$ cat config.mk
export PLATFORM = sky130hd
export DESIGN_NAME = dtr_ctrl
export DESIGN_NICKNAME = d
export VERILOG_FILES = /design/src/sv/dtr_pkg.sv /design/src/sv/dtr_ctrl.sv
export SDC_FILE = /design/constraint.sdc
export NUM_CORES = 1
export LEC_CHECK = 0
export BUFFER_PORTS_ARGS = -buffer_cell sky130_fd_sc_hd__buf_2
export CAP_MARGIN = 20
export CORE_UTILIZATION = 33
export DETAILED_ROUTE_END_ITERATION = 10
export GPL_ROUTABILITY_DRIVEN = 0
export MAX_ROUTING_LAYER = met4
export PLACE_DENSITY_LB_ADDON = 0.25
export SLEW_MARGIN = 20
export SYNTH_ARGS = -nofsm -noshare
export SYNTH_HDL_FRONTEND = slang
export SYNTH_SLANG_ARGS = --single-unit
export TNS_END_PERCENT = 10
$ cat constraint.sdc
create_clock -name clk -period 3.8 [get_ports clk]
set_clock_uncertainty 0.2 [all_clocks]
set_input_delay 0.76 -clock clk [delete_from_list [all_inputs] [get_ports clk]]
set_output_delay 0.76 -clock clk [all_outputs]
set_load 0.05 [all_outputs]
$ cat src/sv/dtr_pkg.sv
// shared types and constants for the destination table router
// field widths, command codes, controller states and the result bundle
// no dependencies
package dtr_pkg;

    localparam int CMD_W   = 2;
    localparam int DEST_W  = 10;
    localparam int SLOT_W  = 3;
    localparam int PORT_W  = 6;
    localparam int COUNT_W = 4;

    // highest output port number plus one; wider port values are dropped
    localparam int NUM_PORTS = 64;

    localparam int NUM_DEST_DEFAULT  = 1024;
    localparam int MAX_GROUP_DEFAULT = 8;

    typedef enum logic [CMD_W-1:0] {
        CMD_ROUTE      = 2'd0,
        CMD_WRITE_SLOT = 2'd1,
        CMD_SET_SIZE   = 2'd2
    } cmd_t;

    typedef enum logic [1:0] {
        ST_IDLE,
        ST_LOOKUP,
        ST_FETCH
    } state_t;

    typedef struct packed {
        logic              valid;
        logic [PORT_W-1:0] port;
        logic              no_route;
    } res_t;

endpackage

$ cat src/sv/dtr_ctrl.sv
// command sequencer: decodes items, runs the entry read-modify-write and
// the slot fetch, hands one result to the output stage; uses dtr_pkg
module dtr_ctrl #(
    parameter int NUM_DEST  = dtr_pkg::NUM_DEST_DEFAULT,
    parameter int MAX_GROUP = dtr_pkg::MAX_GROUP_DEFAULT,
    localparam int IDX_W  = $clog2(NUM_DEST),
    localparam int PTR_W  = (MAX_GROUP > 1) ? $clog2(MAX_GROUP) : 1,
    localparam int SIZE_W = $clog2(MAX_GROUP + 1)
) (
    input  logic                        clk,
    input  logic                        rst_n,
    input  logic                        req_valid,
    output logic                        req_ready,
    input  logic [dtr_pkg::CMD_W-1:0]   cmd,
    input  logic [dtr_pkg::DEST_W-1:0]  dest,
    input  logic [dtr_pkg::SLOT_W-1:0]  slot,
    input  logic [dtr_pkg::PORT_W-1:0]  port_value,
    input  logic [dtr_pkg::COUNT_W-1:0] group_count,
    input  logic                        clear_busy,
    output logic                        ent_rd_en,
    output logic [IDX_W-1:0]            ent_rd_idx,
    input  logic [SIZE_W-1:0]           ent_rd_size,
    input  logic [PTR_W-1:0]            ent_rd_ptr,
    output logic                        ent_wr_en,
    output logic [IDX_W-1:0]            ent_wr_idx,
    output logic [SIZE_W-1:0]           ent_wr_size,
    output logic [PTR_W-1:0]            ent_wr_ptr,
    output logic                        slt_wr_en,
    output logic [IDX_W-1:0]            slt_wr_idx,
    output logic [PTR_W-1:0]            slt_wr_slot,
    output logic [dtr_pkg::PORT_W-1:0]  slt_wr_port,
    output logic                        slt_rd_en,
    output logic [IDX_W-1:0]            slt_rd_idx,
    output logic [PTR_W-1:0]            slt_rd_slot,
    input  logic [dtr_pkg::PORT_W-1:0]  slt_rd_port,
    output dtr_pkg::res_t               res,
    input  logic                        res_take
);
    import dtr_pkg::*;

    state_t state_reg;
    state_t state_next;

    logic [IDX_W-1:0] idx_reg;
    logic [IDX_W-1:0] idx_next;
    logic             miss_reg;
    logic             miss_next;

    logic              accept;
    cmd_t              cmd_code;
    logic              dest_ok;
    logic              slot_ok;
    logic              port_ok;
    logic [IDX_W-1:0]  dest_idx;
    logic [SIZE_W-1:0] sat_count;
    logic              empty;
    logic [SIZE_W-1:0] ptr_cur;
    logic [SIZE_W-1:0] ptr_inc;
    logic [PTR_W-1:0]  ptr_new;

    assign req_ready = (state_reg == ST_IDLE) && !clear_busy;
    assign accept    = req_valid && req_ready;
    assign cmd_code  = cmd_t'(cmd);

    assign dest_ok   = 32'(dest) < NUM_DEST;
    assign slot_ok   = 32'(slot) < MAX_GROUP;
    assign port_ok   = 32'(port_value) < NUM_PORTS;
    assign dest_idx  = IDX_W'(32'(dest));
    assign sat_count = (32'(group_count) > MAX_GROUP) ? SIZE_W'(MAX_GROUP)
                                                      : SIZE_W'(group_count);

    // pointer past the group size restarts at zero, then advance with wrap
    assign empty   = miss_reg || (ent_rd_size == '0);
    assign ptr_cur = (SIZE_W'(ent_rd_ptr) >= ent_rd_size) ? '0 : SIZE_W'(ent_rd_ptr);
    assign ptr_inc = ptr_cur + 1'b1;
    assign ptr_new = (ptr_inc >= ent_rd_size) ? '0 : ptr_inc[PTR_W-1:0];

    always_comb
    begin
        state_next = state_reg;
        idx_next   = idx_reg;
        miss_next  = miss_reg;
        unique case (state_reg)
            ST_IDLE:
            begin
                if (accept && (cmd_code == CMD_ROUTE))
                begin
                    state_next = ST_LOOKUP;
                    idx_next   = dest_idx;
                    miss_next  = !dest_ok;
                end
            end
            ST_LOOKUP:
            begin
                if (!empty)
                begin
                    state_next = ST_FETCH;
                end
                else if (res_take)
                begin
                    state_next = ST_IDLE;
                end
            end
            ST_FETCH:
            begin
                if (res_take)
                begin
                    state_next = ST_IDLE;
                end
            end
            default:
            begin
                state_next = ST_IDLE;
            end
        endcase
    end

    always_ff @(posedge clk or negedge rst_n)
    begin
        if (!rst_n)
        begin
            state_reg <= ST_IDLE;
        end
        else
        begin
            state_reg <= state_next;
        end
    end

    always_ff @(posedge clk)
    begin
        idx_reg  <= idx_next;
        miss_reg <= miss_next;
    end

    always_comb
    begin
        ent_rd_en    = 1'b0;
        ent_rd_idx   = dest_idx;
        ent_wr_en    = 1'b0;
        ent_wr_idx   = dest_idx;
        ent_wr_size  = sat_count;
        ent_wr_ptr   = '0;
        slt_wr_en    = 1'b0;
        slt_wr_idx   = dest_idx;
        slt_wr_slot  = PTR_W'(32'(slot));
        slt_wr_port  = port_value;
        slt_rd_en    = 1'b0;
        slt_rd_idx   = idx_reg;
        slt_rd_slot  = ptr_cur[PTR_W-1:0];
        res.valid    = 1'b0;
        res.port     = '0;
        res.no_route = 1'b1;
        unique case (state_reg)
            ST_IDLE:
            begin
                if (accept)
                begin
                    unique case (cmd_code)
                        CMD_ROUTE:
                        begin
                            ent_rd_en = 1'b1;
                        end
                        CMD_WRITE_SLOT:
                        begin
                            slt_wr_en = dest_ok && slot_ok && port_ok;
                        end
                        CMD_SET_SIZE:
                        begin
                            ent_wr_en = dest_ok;
                        end
                        default:
                        begin
                            ent_rd_en = 1'b0;
                        end
                    endcase
                end
            end
            ST_LOOKUP:
            begin
                if (empty)
                begin
                    res.valid = 1'b1;
                end
                else
                begin
                    // write back the advanced pointer, size unchanged
                    ent_wr_en   = 1'b1;
                    ent_wr_idx  = idx_reg;
                    ent_wr_size = ent_rd_size;
                    ent_wr_ptr  = ptr_new;
                    slt_rd_en   = 1'b1;
                end
            end
            ST_FETCH:
            begin
                res.valid    = 1'b1;
                res.port     = slt_rd_port;
                res.no_route = 1'b0;
            end
            default:
            begin
                res.valid = 1'b0;
            end
        endcase
    end

endmodule

# == After elaboration in Yosys (flattened, before gate mapping) ==
# Cells that the tools add are included.
# word_totals
ff_bits,12
# op_classes
eq_ne,5
order_cmp,3
muxes,27
n_addsub,1
reduce_logical,8
# op_table
cell,n
$mux W10,2
$mux W3,4
$mux W4,3
$mux W1,11
$mux W7,1
$mux W2,3
$pmux W2 S3,1
$add A3 B1 Y4 const B,1
$eq A2 B1 Y1 const B,2
$eq A2 B2 Y1 const B,2
$ge A3 B4 Y1,1
$ge A4 B4 Y1,1
$gt A4 B4 Y1 const B,1
$logic_not A2 Y1,2
$logic_not A4 Y1,1
$pmux W1 S2,2
$logic_and A1 B1 Y1,3
$ne A2 B1 Y1 const B,1
$reduce_and A2 Y1,1
$logic_not A1 Y1,1

# == Depth between registers and ports, before layout ==
# logic_depth
depth_word,7
mapped_depth,13
ltp_nobuf,13

# == Least setup slack after synthesis ==
# Ideal clock, no wire load.
# synth_path
kind,input to output
startpoint,input port ent_rd_ptr[0]
endpoint,output port ent_wr_ptr[2]
stages,13
arrival_time_ps,4488
slack_ps,-1648
path_cell_list,inv_1 > ha_1 > nand2b_1 > a211oi_1 > nor3_1 > nor2b_1 > ha_1 > o311a_1 > nor2_1 > ha_1 > o21ai_0 > o21ai_1 > nor3_1
# synth_via
elab_chain_len,7
# synth_rtl
element,line,text
start: declaration,dtr_ctrl.sv:23,"input logic [PTR_W-1:0] ent_rd_ptr,"
$ge A3 B4 Y1 (*),dtr_ctrl.sv:74,assign ptr_cur = (SIZE_W'(ent_rd_ptr) >= ent_rd_size) ? '0 : SIZE_W'(ent_rd_ptr);
$mux W3 (*),dtr_ctrl.sv:74,
net slt_rd_slot[1],dtr_ctrl.sv:34,"output logic [PTR_W-1:0] slt_rd_slot,"
$add A3 B1 Y4 (*),dtr_ctrl.sv:75,assign ptr_inc = ptr_cur + 1'b1;
$ge A4 B4 Y1,dtr_ctrl.sv:76,assign ptr_new = (ptr_inc >= ent_rd_size) ? '0 : ptr_inc[PTR_W-1:0];
$mux W3 (*),dtr_ctrl.sv:76,
$mux W3 (*),dtr_ctrl.sv:181,if (empty)
$mux W3 (*),dtr_ctrl.sv:154,unique case (state_reg)
end: declaration,dtr_ctrl.sv:27,"output logic [PTR_W-1:0] ent_wr_ptr,"
# Mark *: on every way through the listed nets, which the timed path passes. The rest lies on a longest branch.

# == Worst setup path in the final report ==
# layout_path
startpoint,input port ent_rd_ptr[0]
endpoint,output port ent_wr_ptr[0]
# layout_via
elab_chain_len,7
# layout_rtl
element,line
$ge A3 B4 Y1,dtr_ctrl.sv:74
$mux W3 (*),dtr_ctrl.sv:74
$add A3 B1 Y4 (*),dtr_ctrl.sv:75
$ge A4 B4 Y1,dtr_ctrl.sv:76
$mux W3 (*),dtr_ctrl.sv:76
$mux W3 (*),dtr_ctrl.sv:181
$mux W3 (*),dtr_ctrl.sv:154
# Every way passes the cells marked *; elsewhere a longest branch is shown, timed or not.

==> summary.json <==
{
  "clock_tree_root_driver_cell": "clkbuf_8",
  "yosysUniqueCellTypes": 28,
  "overall_global_routing_resource_usage_pct": 16.69,
  "max_slew_headroom_pct": 65.51,
  "first_global_vias": 1192,
  "die-width_um": 62.87,
  "drtAntennaViolNets": 0,
  "finalSetupViolCount": 3,
  "clock_pin_slew_of_the_registers_on_the_worst_case_setup_and_hold_paths_ps": 50,
  "post-route-drc-count": 0,
  "die_height_um": 62.87,
  "dr.pass1.iters": 4,
  "route.final.wire_length_um": 3159,
  "layoutNonFillerInstCount": 281,
  "placedInstanceArea_mm2": 0.001763,
  "violations": "setup timing",
  "worst_slack_ps": -283.6,
  "layout_worst_path_cycle_share_pct": 107.5,
  "critPathKind": "in2out",
  "layout_common_cells": "buf_2, nand2_1, buf_4",
  "synth_cells": 146,
  "yosysSeqAreaShare_pct": 28.66,
  "post_synth_instance_area_mm2": 0.001222,
  "dpl_worst_slack_ps": -492.8,
  "crit_arrival_ps": 3120,
  "areaGrowthSynthToFinish_pct": 53.74,
  "finalWorstPathRequiredPeriod_ps": 4084,
  "hpwlAfterDp_um": 2641,
  "post_cts_hold_buffer_count": 0,
  "cellLeakagePower_uw": 0.001004,
  "tns_ps": -624.0,
  "num_rows": 21,
  "antenna-diode-count": 0,
  "postSynthNetCount": 201,
  "worst_ir_drop_vdd_v": 0.0002202,
  "timing.hold.ws_ps": 99.79,
  "die_area_mm2": 0.003952,
  "crit_path_max_fanout": 3,
  "power-per-cell-area_mw_per_mm2": 520.6,
  "core-area_mm2": 0.003442,
  "worstSkewPairLatency_ps": 230,
  "clk_buf_depth": 2,
  "synth-warning-count": 0,
  "grt_max_degree": 13,
  "worst_setup_path_start_kind": "input port",
  "wire_length_of_the_first_global_routing_pass_um": 5264,
  "routed_wire_length_per_instance_um": 11.24,
  "placement.io_buffers": 96,
  "io-pin-count": 115,
  "drt-initial-drc-count": 31,
  "clock-sinks": 12,
  "synth_seq_cells": 12,
  "final_layout_size_suffix_gt1_share_pct": 58.72,
  "cts_tree": "built",
  "final_max_slew_viol_count": 0,
  "floorplan.initialDensity_pct": 35.51,
  "global_route.overflow_total": 0,
  "unrepaired_setup_endpoints_after_global_routing": "true",
  "placed_cells": 275,
  "htree_levels": 1,
  "final_nets": 291,
  "worst_pin_slew_ps": 515.6,
  "min-delay-path-class": "in2async",
  "final-hold-violation-count": 0,
  "design_area_mm2": 0.001879,
  "route.detailed.vias_per_inst": 4.505,
  "max_ffs_per_register": 10,
  "mostFrequentLayoutCell": "buf_2",
  "max_cap_violations": 0,
  "routed-via-count": 1266,
  "result_of_the_run": "complete, but fails checks",
  "timing.critical_path.required_ps": 2840,
  "maximum_achievable_frequency_mhz": 244.9,
  "cts_made_buffers": 3,
  "postSynthAreaPerCell_um2": 8.373,
  "worstSetupEndpointType": "output pin",
  "antenna_violations_before_repair": 0
}
layer usage:
| layer | vias to the layer above | wire length, µm | track usage, % |
|---|---|---|---|
| li1 | 644 | - | - |
| met1 | 570 | 1292 | 18.92 |
| met2 | 40 | 1598 | 28.49 |
| met3 | 12 | 156 | 2.920 |
| met4 | 0 | 110 | 7.267 |
| met5 | - | 0 | - |
synthesized netlist by cell type:
master / count / area, µm²
nand2_1: 33 / 123.9
buf_4: 30 / 225.2
ha_1: 12 / 150.1
edfxtp_1: 10 / 300.3
inv_1: 9 / 33.78
nor2_1: 7 / 26.28
and2_1: 6 / 37.54
nor3_1: 5 / 25.02
a22o_1: 4 / 35.03
nand2b_1: 4 / 25.02
a211oi_1: 3 / 22.52
nor2b_1: 3 / 18.77
a21oi_1: 2 / 10.01
dfrtp_1: 2 / 50.05
nor4_1: 2 / 12.51
o21ai_0: 2 / 10.01
and4b_1: 1 / 10.01
buf_6: 1 / 11.26
inv_2: 1 / 3.750
nor2_2: 1 / 6.260
o21a_1: 1 / 7.510
o21ai_1: 1 / 5.000
o21ba_1: 1 / 10.01
o311a_1: 1 / 10.01
o31a_1: 1 / 8.760
o31ai_1: 1 / 7.510
o41ai_1: 1 / 8.760
o41ai_4: 1 / 27.53
logic make-up (layout without fill, tap and decap cells):
| logic type | count (synthesis) | count (layout) | synth area share (%) |
|---|---|---|---|
| simple gates | 62 | 62 | 23.34 |
| buf+inv | 41 | 130 | 22.42 |
| compound gates | 19 | 19 | 13.31 |
| fa+ha+maj | 12 | 12 | 12.28 |
| flops | 12 | 12 | 28.66 |
path summary, 6_finish.rpt:
path | to | slack (ps) | cells past startpoint | start
worst min register to register | state_reg[0] | 370 | 2 | state_reg[0]
min in group clk | state_reg[0] | 370 | 2 | state_reg[0]
max in group asynchronous | state_reg[1] | 3210 | 1 | rst_n
worst min-delay path | state_reg[0] | 100 | 1 | rst_n
worst max register to register | slt_rd_idx[3] | 2070 | 5 | state_reg[0]
worst max-delay path | ent_wr_ptr[0] | -280 | 15 | ent_rd_ptr[0]
worst max-delay path, stage by stage:
cell	delay, ps
buf_8	80
clkinvlp_4	90
ha_4	240
nand2b_4	140
a211oi_4	260
nor3_4	100
nor2b_4	140
ha_4	140
o311a_1	170
nor2_1	50
ha_2	320
o21ai_2	70
o21ai_4	220
o21ba_4	190
buf_8	140
stage by stage:
step                      util [%]  total power, µW
after CTS                    54.38            990.1
after global routing         54.60             1043
after global placement       51.22            850.6
after detailed placement     51.22            851.1
final                        54.60            978.3
after floorplan                  -            731.5
report_power, final:
group / total (µW) / switching, µW / leakage [µW] / internal, µW
registers: 163 / 8.83 / 0.000117 / 154
logic: 698 / 502 / 0.000864 / 196
clock network: 117 / 43.7 / 0.0000228 / 73.7
total: 978 / 554 / 0.00100 / 424
layout make-up:
| cell class | count | area [µm²] |
|---|---|---|
| Clock buffer | 4 | 45.04 |
| Fill cell | 337 | 1563 |
| Inverter | 10 | 41.29 |
| Multi-Input combinational cell | 93 | 721.9 |
| Sequential cell | 12 | 350.3 |
| Tap cell | 46 | 57.56 |
| Timing Repair Buffer | 116 | 663.1 |
what timing repair did:
action / 4_1_cts / 5_1_grt
pin swaps: 11 / 7
gates resized for setup: 14 / 0
setup endpoints to repair: 3 / 3
setup buffers: 1 / 1
Power figures use the tool's default switching activity.
